===== src/rtl/mlcd_fbr_pkg.sv =====
// shared constants, codes and types of the mono lcd framebuffer refresh core
package mlcd_fbr_pkg;

  // display geometry
  localparam int unsigned PAGE_COUNT       = 8;
  localparam int unsigned COLUMNS_PER_CHIP = 64;

  // pixel store: 8 pages of 128 bytes
  localparam int unsigned STORE_DEPTH = 1024;
  localparam int unsigned ADDR_W      = 10;
  localparam int unsigned BYTE_W      = 8;
  localparam int unsigned PAGE_W      = 3;
  localparam int unsigned SLOT_W      = 7;
  localparam int unsigned COL_W       = 7;

  // input command codes
  localparam logic [1:0] CMD_PLOT    = 2'd0;
  localparam logic [1:0] CMD_CLEAR   = 2'd1;
  localparam logic [1:0] CMD_START   = 2'd2;
  localparam logic [1:0] CMD_ADVANCE = 2'd3;

  // display controller command words
  localparam logic [BYTE_W-1:0] LCD_SET_PAGE   = 8'hB8;
  localparam logic [BYTE_W-1:0] LCD_SET_ORIGIN = 8'h40;

  // what the second pipeline stage holds
  localparam logic [1:0] KIND_NONE = 2'd0;
  localparam logic [1:0] KIND_PLOT = 2'd1;
  localparam logic [1:0] KIND_WORD = 2'd2;

  // current word of the refresh sequence
  typedef struct packed {
    logic              active;
    logic              chip;
    logic              is_data;
    logic [BYTE_W-1:0] cmd_byte;
    logic              done;
    logic [ADDR_W-1:0] addr;
  } seq_t;

endpackage


===== src/rtl/mlcd_fbr_seq.sv =====
// refresh sequencer: chip, page and slot counters and the word they select
module mlcd_fbr_seq (
  input  logic                clk_i,
  input  logic                rst_ni,
  input  logic                start_i,
  input  logic                step_i,
  output mlcd_fbr_pkg::seq_t  seq_o
);

  logic                                  active_q, active_d;
  logic                                  chip_q, chip_d;
  logic [mlcd_fbr_pkg::PAGE_W-1:0]       page_q, page_d;
  logic [mlcd_fbr_pkg::SLOT_W-1:0]       slot_q, slot_d;
  logic [mlcd_fbr_pkg::COL_W-1:0]        col;
  logic                                  last_slot;
  logic                                  last_page;

  assign last_slot = (slot_q == mlcd_fbr_pkg::SLOT_W'(mlcd_fbr_pkg::COLUMNS_PER_CHIP + 1));
  assign last_page = (page_q == mlcd_fbr_pkg::PAGE_W'(mlcd_fbr_pkg::PAGE_COUNT - 1));

  // slots 0 and 1 are command words, data columns start at slot 2
  assign col = slot_q - mlcd_fbr_pkg::COL_W'(2);

  always_comb begin
    seq_o.active  = active_q;
    seq_o.chip    = chip_q;
    seq_o.is_data = (slot_q >= mlcd_fbr_pkg::SLOT_W'(2));
    if (slot_q == '0) begin
      seq_o.cmd_byte = mlcd_fbr_pkg::LCD_SET_PAGE
                     | {{(mlcd_fbr_pkg::BYTE_W - mlcd_fbr_pkg::PAGE_W){1'b0}}, page_q};
    end else begin
      seq_o.cmd_byte = mlcd_fbr_pkg::LCD_SET_ORIGIN;
    end
    seq_o.done = chip_q && last_page && last_slot;
    seq_o.addr = {page_q, 7'd0}
               + {3'd0, chip_q, 6'd0}
               + {{(mlcd_fbr_pkg::ADDR_W - mlcd_fbr_pkg::COL_W){1'b0}}, col};
  end

  always_comb begin
    active_d = active_q;
    chip_d   = chip_q;
    page_d   = page_q;
    slot_d   = slot_q;
    if (start_i) begin
      active_d = 1'b1;
      chip_d   = 1'b0;
      page_d   = '0;
      slot_d   = '0;
    end else if (step_i) begin
      if (last_slot) begin
        slot_d = '0;
        if (last_page) begin
          page_d = '0;
          if (chip_q) begin
            active_d = 1'b0;
            chip_d   = 1'b0;
          end else begin
            chip_d = 1'b1;
          end
        end else begin
          page_d = page_q + 1'b1;
        end
      end else begin
        slot_d = slot_q + 1'b1;
      end
    end
  end

  always_ff @(posedge clk_i or negedge rst_ni) begin
    if (!rst_ni) begin
      active_q <= 1'b0;
      chip_q   <= 1'b0;
      page_q   <= '0;
      slot_q   <= '0;
    end else begin
      active_q <= active_d;
      chip_q   <= chip_d;
      page_q   <= page_d;
      slot_q   <= slot_d;
    end
  end

endmodule


===== config.mk =====
export PLATFORM = sky130hd
export DESIGN_NAME = mlcd_fbr_seq
export DESIGN_NICKNAME = d
export VERILOG_FILES = /design/src/rtl/mlcd_fbr_pkg.sv /design/src/rtl/mlcd_fbr_seq.sv
export SDC_FILE = /design/constraint.sdc
export NUM_CORES = 1
export LEC_CHECK = 0
export BUFFER_PORTS_ARGS = -buffer_cell sky130_fd_sc_hd__buf_2
export CAP_MARGIN = 20
export CORE_AREA = 2 2 63 65
export CTS_CLUSTER_SIZE = 14
export DETAILED_ROUTE_END_ITERATION = 10
export DIE_AREA = 0 0 65 67
export GPL_TIMING_DRIVEN = 1
export PLACE_DENSITY = 0.5
export SLEW_MARGIN = 20
export SYNTH_ARGS = -nofsm -noshare
export SYNTH_HDL_FRONTEND = slang
export SYNTH_SLANG_ARGS = --single-unit

===== constraint.sdc =====
create_clock -name clk_i -period 3.3 [get_ports clk_i]
set_clock_uncertainty 0.05 [all_clocks]
set_input_delay 0.66 -clock clk_i [delete_from_list [all_inputs] [get_ports clk_i]]
set_output_delay 0.66 -clock clk_i [all_outputs]
set_load 0.05 [all_outputs]

Yosys cells after proc, flatten, opt, wreduce, memory -nomap -nowiden
Index checks and enable logic that the tools add are counted.
{"block": "classes", "addsub": 5, "mul": 0, "muxes": 18, "shifts": 0, "bitwise": 0, "n_eq_ne": 2, "div": 0, "order_cmp": 1, "reduce_logical": 10}
{"cell": "2-to-1 mux 7 bit", "count": 3}
{"cell": "adder 10 x 7 -> 10 bit", "count": 2}
{"cell": "2-to-1 mux 3 bit", "count": 4}
{"cell": "2-to-1 mux 1 bit", "count": 10}
{"cell": "2-to-1 mux 8 bit", "count": 1}
{"cell": "nonzero test 2 bit", "count": 4}
{"cell": "adder 7 x 1 -> 7 bit, second input constant", "count": 1}
{"cell": "equality test 7 bit, second input constant", "count": 1}
{"cell": "greater-or-equal comparator 7 x 2 -> 1 bit, second input constant", "count": 1}
{"cell": "zero test 7 bit", "count": 1}
{"cell": "subtractor 7 x 2 -> 7 bit, second input constant", "count": 1}
{"cell": "AND reduction 4 bit", "count": 1}
{"cell": "adder 3 x 1 -> 3 bit, second input constant", "count": 1}
{"cell": "equality test 3 bit, second input constant", "count": 1}
{"cell": "AND reduction 3 bit", "count": 1}
{"cell": "logical AND 1 bit", "count": 2}
{"cell": "AND reduction 2 bit", "count": 1}
{"block": "word_totals", "reg_bits": 12, "romBits": 0, "latch_bits": 0, "mem_bits_rw": 0, "memories": 0}

Logic depth before layout (Yosys ltp)
Gate-level depths: netlist of the first run.
{"block": "logic_depth", "depth_word": 5, "ltp_mapped": 8, "mapped_depth_nobuf": 6}

Least setup slack after synthesis of the first run
Ideal clock, no wire load.
{"block": "synth_timing", "path_type": "register -> output", "from": "register slot_q[2] in the netlist's numbering", "to": "output port seq_o[8] in the netlist's numbering", "n_path_buf": 2, "setup_slack_ns": 0.112, "arrival_time_ns": 2.478, "t_required_ns": 2.590, "path_stages_with_launch": 9, "cell_sequence": "dfrtp_1 buf_6 or4_4 buf_6 nor2_1 xnor2_1 ha_1 ha_1 xor2_1"}
{"element": "from (decl)", "line_no": "mlcd_fbr_seq.sv:13", "text": "logic [mlcd_fbr_pkg::SLOT_W-1:0] slot_q, slot_d;"}
{"element": "from (signal assigned)", "line_no": "mlcd_fbr_seq.sv:80", "text": "slot_q <= slot_d;"}
{"element": "to (decl)", "line_no": "mlcd_fbr_seq.sv:7", "text": "output mlcd_fbr_pkg::seq_t seq_o"}

==> results.cfg, run 1 <==
[clock_tree]
hold_buffers = 0
clkSinkCount = 12
cts_setup_buffers = 0
clkLatencyLatePin_ns = 0.25
clockRootBuffer = clkbuf_8
ctsResizeCount = 0
cts_tree = yes
numCtsBuffers = 3
clockBufferDepth = 2
clkTransAtPathRegs_ns = 0.06
htreeDepth = 1

[routing]
wl_met1_um = 1180
post_drt_wl_per_cell_um = 13.2
drt-initial-drc-count = 15
first_pass_iters = 4
avgViaCountPerCell = 4.61
routed.top_layer = met4
ant_nets = 0
wl_met3_um = 161
met2WireLength_um = 956
drt-total-wl_um = 2320
dr_total_vias = 807
drcViolationCount = 0

[pwr]
leakagePower_nw = 0.527
irDropWorstVdd_uv = 189
powerDensity_mw_per_mm2 = 387
finalPower_uw = 430

[sta]
worstMarginPinSlew_ns = 0.302
finalSetupTns_ns = 0
rsz0062_at_grt = no
period_minus_slack_ns = 3.10
setup_violations = 0
fmax_mhz = 323
fin_crit_sh = 0.939
slew_violations = 0
hold_viol_final = 0
relSlewSlack = 0.797

[grt]
gr-total-overflow = 0
grt_usage = 0.113
grt_max_degree = 16
grt_pass1_vias = 807
grt_antenna_before_repair = 0
grt_pass1_wl_um = 3700

[placement]
gp_congestion = 0.905
placed_cells = 171
io_buffer_count = 25
detailed_place_hpwl_um = 1690

[floorplanning]
die_h_um = 67
start_util = 0.263
pin_count = 26
std_cell_rows = 22
core_mm2 = 0.00361
die_x_um = 65
die_area_mm2 = 0.00436

[flow_run]
max-cap-violations = 0

[layout]
syn2layout_area_growth_pct = 17.3
diodes = 0
fill_cells = 383
layout_commonest_cell = buf_2
layout-drive-gt1-share = 0.268
fin_nets = 142
final_cells = 175
layout_common_cells = 25 x buf_2, 12 x dfrtp_1, 11 x nand2_1, 10 x ha_1

[logic_synthesis]
ys_seq_elements = 12
ys_warn_count = 0
ys_types = 32
synthCells = 109
syn_area_per_cell_um2 = 8.69
seq_area_frac_synth = 0.317
synth_area_um2 = 947
synth_nets = 123

[setup_path]
arrival_ns = 2.39
required_ns = 2.59
critPathCaptureType = output pin
crit_fanout = 10
worstSetupPathType = reg -> out
start_kind = flop

[run_status]
status = complete, no violations

[min_path]
min-delay-path-class = in -> async
[sequential cells by signal (all words and copies together) (netlist names)]
name	flops
slot_q	7
page_q	3
active_q	1
chip_q	1
[report_power, final]
group          switching (mW)  internal [mW]
combinational          0.0860         0.0229
clock                  0.0628          0.106
sequential            0.00385          0.149
total                   0.153          0.278
[worst max-delay path, stage by stage (launching register included)]
cell     delay [ns]
dfrtp_1        0.47
or4_4          0.64
nor2_1         0.14
xnor2_1        0.13
ha_1           0.20
ha_1           0.16
xor2_1         0.13
buf_2          0.27
[kinds of logic after synthesis]
logic type                 after synthesis  share of synthesized area
DFF                                     12                      0.317
and+or+nand+nor                         39                      0.213
xor gates and xnor gates                 7                     0.0647
buffers and inverters                   20                      0.120
AOI/OAI and AO/OA                       20                      0.141
adders and majority gates               10                      0.132
muxes                                    1                     0.0119
[stage by stage]
stage | hold WS (ns) | instance area [um2] | worst slack, ns | utilization
2_1_floorplan | 0.314 | 947 | 0.112 | -
3_3_place_gp | 0.480 | 1060 | 0.520 | 0.293
3_5_place_dp | 0.488 | 1060 | 0.452 | 0.293
4_1_cts | 0.246 | 1110 | 0.189 | 0.308
5_1_grt | 0.257 | 1110 | 0.0882 | 0.308
6_report | 0.240 | 1110 | 0.201 | 0.308
[path summary, 6_finish.rpt]
kind                                       startpoint                     to  slack, ns  depth (start not counted)
worst max-delay path            slot_q[2]$_DFFE_PN0P_               seq_o[8]       0.20                          7
worst max register to register  slot_q[2]$_DFFE_PN0P_  page_q[0]$_DFFE_PN0P_       1.40                          3
min in group clk_i               active_q$_DFFE_PN0P_   active_q$_DFFE_PN0P_       0.49                          2
max in group asynchronous                      rst_ni  page_q[2]$_DFFE_PN0P_       2.73                          1
worst min register to register   active_q$_DFFE_PN0P_   active_q$_DFFE_PN0P_       0.49                          2
worst min-delay path                           rst_ni  slot_q[4]$_DFFE_PN0P_       0.24                          1
[layout make-up]
type | instances | area [um2] | area share
Inverter | 8 | 30.0 | 0.0270
Multi-Input combinational cell | 77 | 533 | 0.480
Clock buffer | 4 | 55.1 | 0.0495
Timing Repair Buffer | 26 | 133 | 0.119
Sequential cell | 12 | 300 | 0.270
Tap cell | 48 | 60.1 | 0.0541
[cell usage after synthesis, drive strengths merged]
master / number / share of area
nor3: 4 / 0.021
nand4: 4 / 0.026
a21oi: 8 / 0.042
or3: 2 / 0.013
a2111o: 1 / 0.012
o21ai: 2 / 0.011
xor2: 4 / 0.037
nor4: 1 / 0.0066
nand3: 2 / 0.011
and2: 4 / 0.026
clkbuf: 3 / 0.012
buf: 9 / 0.077
o32a: 1 / 0.011
o211ai: 2 / 0.016
xnor2: 3 / 0.028
o31ai: 3 / 0.024
dfrtp: 12 / 0.32
or3b: 1 / 0.0092
nand2b: 1 / 0.0066
nand2: 11 / 0.044
a211o: 2 / 0.020
inv: 8 / 0.032
nor2: 6 / 0.024
ha: 10 / 0.13
or4: 1 / 0.012
mux2: 1 / 0.012
and3: 1 / 0.0066
nor2b: 1 / 0.0066
a31oi: 1 / 0.0066
[layer usage]
layer  track usage  up-vias
met5             0        -
li1              -      408
met1         0.140      361
met3        0.0389        4
met4        0.0452        0
met2         0.178       34
No activity file was read; power rests on OpenSTA's default activity.
==> run 2: changes to the inputs <==
- PLACE_DENSITY: 0.5 -> not set
- PLACE_DENSITY_LB_ADDON: not set -> 0.08
- REMOVE_ABC_BUFFERS: not set -> 1
==> run 2 against run 1 <==
Compared with the run above: non-clock buffer count is the same; clock power is essentially flat; clock-buffer cell count is the same; critical path depth is the same; flip-flop and latch count is the same; routed wire length shrank 1.7%; register-to-register slack gained 0.05 ns; largest cell class unchanged; highest routed layer unchanged.
==> results.cfg, run 2 (synthesis gave the netlist of run 1 again) <==
[setup_path]
critPathCaptureType = output pin
worstSetupPathType = reg -> out
crit_fanout = 10
required_ns = 2.59
r2r_setup_slack_ns = 1.45
arrival_ns = 2.37
rr_worst_depth = 3
start_kind = flop

[floorplanning]
std_cell_rows = 22
die_h_um = 67
die_area_mm2 = 0.00436
die_x_um = 65
start_util = 0.263
pin_count = 26
core_mm2 = 0.00361

[layout]
design_area_mm2 = 0.00111
layout-drive-gt1-share = 0.268
largest_reg_flops = 7
fill_cells = 397
diodes = 0
regArea_um2 = 300
reg_top3 = slot_q: 7 flops, page_q: 3 flops
layout_commonest_cell = buf_2
post-route-util = 0.309
top_register = slot_q
layout_common_cells = 24 x buf_2, 12 x dfrtp_1, 11 x nand2_1, 10 x ha_1
final_cells = 175
fin_nets = 142
syn2layout_area_growth_pct = 17.6
multi_input_area_um2 = 533

[clock_tree]
cts_tree = yes
clkSinkCount = 12
clockRootBuffer = clkbuf_8
htreeDepth = 1
numCtsBuffers = 3
hold_buffers = 0
clkTransAtPathRegs_ns = 0.06
clkLatencyLatePin_ns = 0.24
clockBufferDepth = 2

[placement]
place_ws_ns = 0.463
io_buffer_count = 25
dpl_cell_area_mm2 = 0.00106
placed_cells = 171
gp_congestion = 0.713
detailed_place_hpwl_um = 1700

[pwr]
irDropWorstVdd_uv = 233
leakagePower_nw = 0.526
powerDensity_mw_per_mm2 = 386

[grt]
grt_pass1_wl_um = 3820
grt_pass1_vias = 746
gr-total-overflow = 0
grt_antenna_before_repair = 0
grt_usage = 0.116
grt_max_degree = 16

[sta]
fin_crit_sh = 0.933
hold_viol_final = 0
slew_violations = 0
rsz0062_at_grt = no
fmax_mhz = 325
period_minus_slack_ns = 3.08
relSlewSlack = 0.783
setup_violations = 0
worstMarginPinSlew_ns = 0.325
fin_ws_ns = 0.222

[min_path]
min-delay-path-class = in -> async

[routing]
drt-initial-drc-count = 33
avgViaCountPerCell = 4.63
first_pass_iters = 4
ant_nets = 0
drt-total-wl_um = 2280
drcViolationCount = 0
dr_total_vias = 811
post_drt_wl_per_cell_um = 13.0

[flow_run]
max-cap-violations = 0

[run_status]
status = complete, no violations
run 2: repair_timing:
item,in CTS,in global routing
endpoints found under the setup margin,0,1
gates resized for setup,0,1
buffers inserted,0,0
run 2: worst max-delay path: stages (launching register included):
cell,delay [ns]
dfrtp_1,0.47
or4_4,0.64
nor2_1,0.15
xnor2_1,0.13
ha_1,0.19
ha_1,0.16
xor2_1,0.14
clkbuf_4,0.24
run 2: per-stage QoR:
step                TNS (ns)  hold WS, ns  power [mW]
CTS                        0        0.266       0.435
global placement           0        0.477       0.266
detailed placement         0        0.485       0.265
finish                     0        0.246       0.430
global route               0        0.265       0.447
floorplan              -2.28        0.314       0.234
run 2: power by group:
| part | leakage (nW) | switching, mW | total (mW) | internal (mW) |
|---|---|---|---|---|
| registers | 0.161 | 0.00374 | 0.153 | 0.149 |
| logic | 0.336 | 0.0851 | 0.108 | 0.0231 |
| clock network | 0.0288 | 0.0633 | 0.169 | 0.106 |
| total | 0.526 | 0.152 | 0.430 | 0.278 |
run 2: worst paths after layout:
kind                                  startpoint               endpoint
setup / recovery           slot_q[2]$_DFFE_PN0P_               seq_o[8]
hold / removal                            rst_ni  slot_q[5]$_DFFE_PN0P_
setup reg to reg           slot_q[2]$_DFFE_PN0P_  page_q[0]$_DFFE_PN0P_
hold reg to reg             active_q$_DFFE_PN0P_   active_q$_DFFE_PN0P_
max in group asynchronous                 rst_ni  slot_q[1]$_DFFE_PN0P_
min in group clk_i          active_q$_DFFE_PN0P_   active_q$_DFFE_PN0P_
run 2: routing by layer:
metal  part of all wire  GRT usage  wire length, um  vias up
li1                   -          -                -      405
met1               0.50      0.160             1140      380
met2               0.44      0.178              997       24
met3              0.053     0.0338              121        2
met4             0.0088     0.0239               20        0
met5                  0          0                0        -
run 2: final cells by class:
type                            instances  share of cell area
Multi-Input combinational cell         77               0.479
Tap cell                               48              0.0539
Clock buffer                            4              0.0494
Inverter                                8              0.0270
Sequential cell                        12               0.270
Timing Repair Buffer                   26               0.121
==> run 3: changes to the inputs <==
- CORE_AREA: 2 2 63 65 -> 2 2 47 49
- DIE_AREA: 0 0 65 67 -> 0 0 49 51
==> run 3 against run 2 <==
Compared with the run above: combinational power barely moved; register-to-register slack barely moved; setup slack got worse by 0.020 ns; clock-buffer cell count fell by 1; cell count fell by 12%; sequential power barely moved; routed wire length fell by 14%; first-iteration DRC count fell by 82%; via count fell by 4.7%; critical path type unchanged.
==> results.cfg, run 3 (synthesis gave the netlist of run 1 again) <==
[sta]
fin_crit_sh = 0.939
period_minus_slack_ns = 3.10
relSlewSlack = 0.810
rsz0062_at_grt = no
hold_viol_final = 0
hold_slack_ns = 0.211
worstMarginPinSlew_ns = 0.285
fmax_mhz = 323
setup_violations = 0
slew_violations = 0

[layout]
layout-drive-gt1-share = 0.262
layout_commonest_cell = buf_2
diodes = 0
syn2layout_area_growth_pct = 11.2
layout_common_cells = 25 x buf_2, 12 x dfrtp_1, 11 x nand2_1, 10 x ha_1
fill_cells = 225
reg_top3 = slot_q: 7 flops, page_q: 3 flops
post-route-util = 0.511
top_register = slot_q
fin_nets = 142
final_cells = 154
largest_reg_flops = 7

[routing]
first_pass_iters = 3
dr_total_vias = 773
drt-total-wl_um = 1960
ant_nets = 0
drt-initial-drc-count = 6
avgViaCountPerCell = 5.02
post_drt_wl_per_cell_um = 12.7
drcViolationCount = 0

[setup_path]
rr_startpoint = slot_q[2]$_DFFE_PN0P_
start_kind = flop
r2r-end = page_q[0]$_DFFE_PN0P_
crit_start = slot_q[2]$_DFFE_PN0P_
arrival_ns = 2.39
rr_worst_depth = 3
r2r_setup_slack_ns = 1.44
crit_fanout = 10
required_ns = 2.59
worstSetupPathType = reg -> out
critPathCaptureType = output pin

[floorplanning]
core_mm2 = 0.00206
die_x_um = 49
std_cell_rows = 17
start_util = 0.459
die_area_mm2 = 0.00250
pin_count = 26
die_h_um = 51

[clock_tree]
ctsResizeCount = 0
clkLatencyLatePin_ns = 0.27
cts_setup_buffers = 0
hold_buffers = 0
clkSinkCount = 12
cts_tree = yes
clockRootBuffer = clkbuf_4
clockBufferDepth = 2
clkTransAtPathRegs_ns = 0.07
numCtsBuffers = 3
htreeDepth = 1

[placement]
gp_congestion = 0.734
io_buffer_count = 25
detailed_place_hpwl_um = 1500
placed_cells = 151

[pwr]
leakagePower_nw = 0.512
irDropWorstVdd_uv = 223
powerDensity_mw_per_mm2 = 330

[grt]
grt_antenna_before_repair = 0
gr-total-overflow = 0
grt_pass1_vias = 753
grt_max_degree = 16
grt_pass1_wl_um = 3280
grt_usage = 0.172

[run_status]
status = complete, no violations

[flow_run]
max-cap-violations = 0

[min_path]
min-delay-path-class = in -> async
[run 3: cell type report]
type	instances	area, um2	area share
multi-input cells	77	533	0.506
flip-flops and latches	12	300	0.285
repair buffers	26	133	0.126
well taps	28	35.0	0.0333
inverters	8	30.0	0.0285
clock buffers	3	22.5	0.0214
[run 3: power by group]
part	internal [mW]	switching (mW)
logic	0.0231	0.0842
registers	0.149	0.00365
clock network	0.0422	0.0459
total	0.214	0.134
[run 3: critical path, cell delays in order, from the launching register on]
cell and delay (ns):
dfrtp_1 0.47, or4_4 0.64, nor2_1 0.14, xnor2_1 0.13, ha_1 0.18, ha_1 0.16, xor2_1 0.13, buf_2 0.27
[run 3: per-stage QoR]
step | TNS, ns | power [mW] | setup slack, ns | instance area (um2)
2_1_floorplan | -2.28 | 0.234 | -0.637 | 863
6_report | 0 | 0.348 | 0.203 | 1050
5_1_grt | 0 | 0.366 | 0.0474 | 1050
3_3_place_gp | 0 | 0.263 | 0.532 | 1030
3_5_place_dp | 0 | 0.263 | 0.485 | 1030
4_1_cts | 0 | 0.352 | 0.197 | 1050
[run 3: worst max path at each step]
| stage | cells past startpoint | to | slack, ns |
|---|---|---|---|
| finish | 7 | seq_o[8] | 0.20 |
| global route | 7 | seq_o[8] | 0.05 |
| detailed placement | 7 | seq_o[8] | 0.48 |
| floorplan | 3 | seq_o[17] | -0.64 |
| CTS | 7 | seq_o[8] | 0.20 |
| global placement | 7 | seq_o[8] | 0.53 |
[run 3: per-layer routing]
| metal | global-route usage | vias up | routed length [um] |
|---|---|---|---|
| met5 | 0 | - | 0 |
| met4 | 0.0857 | 0 | 12 |
| met3 | 0.0175 | 2 | 63 |
| met2 | 0.313 | 20 | 912 |
| met1 | 0.202 | 345 | 969 |
| li1 | - | 406 | - |
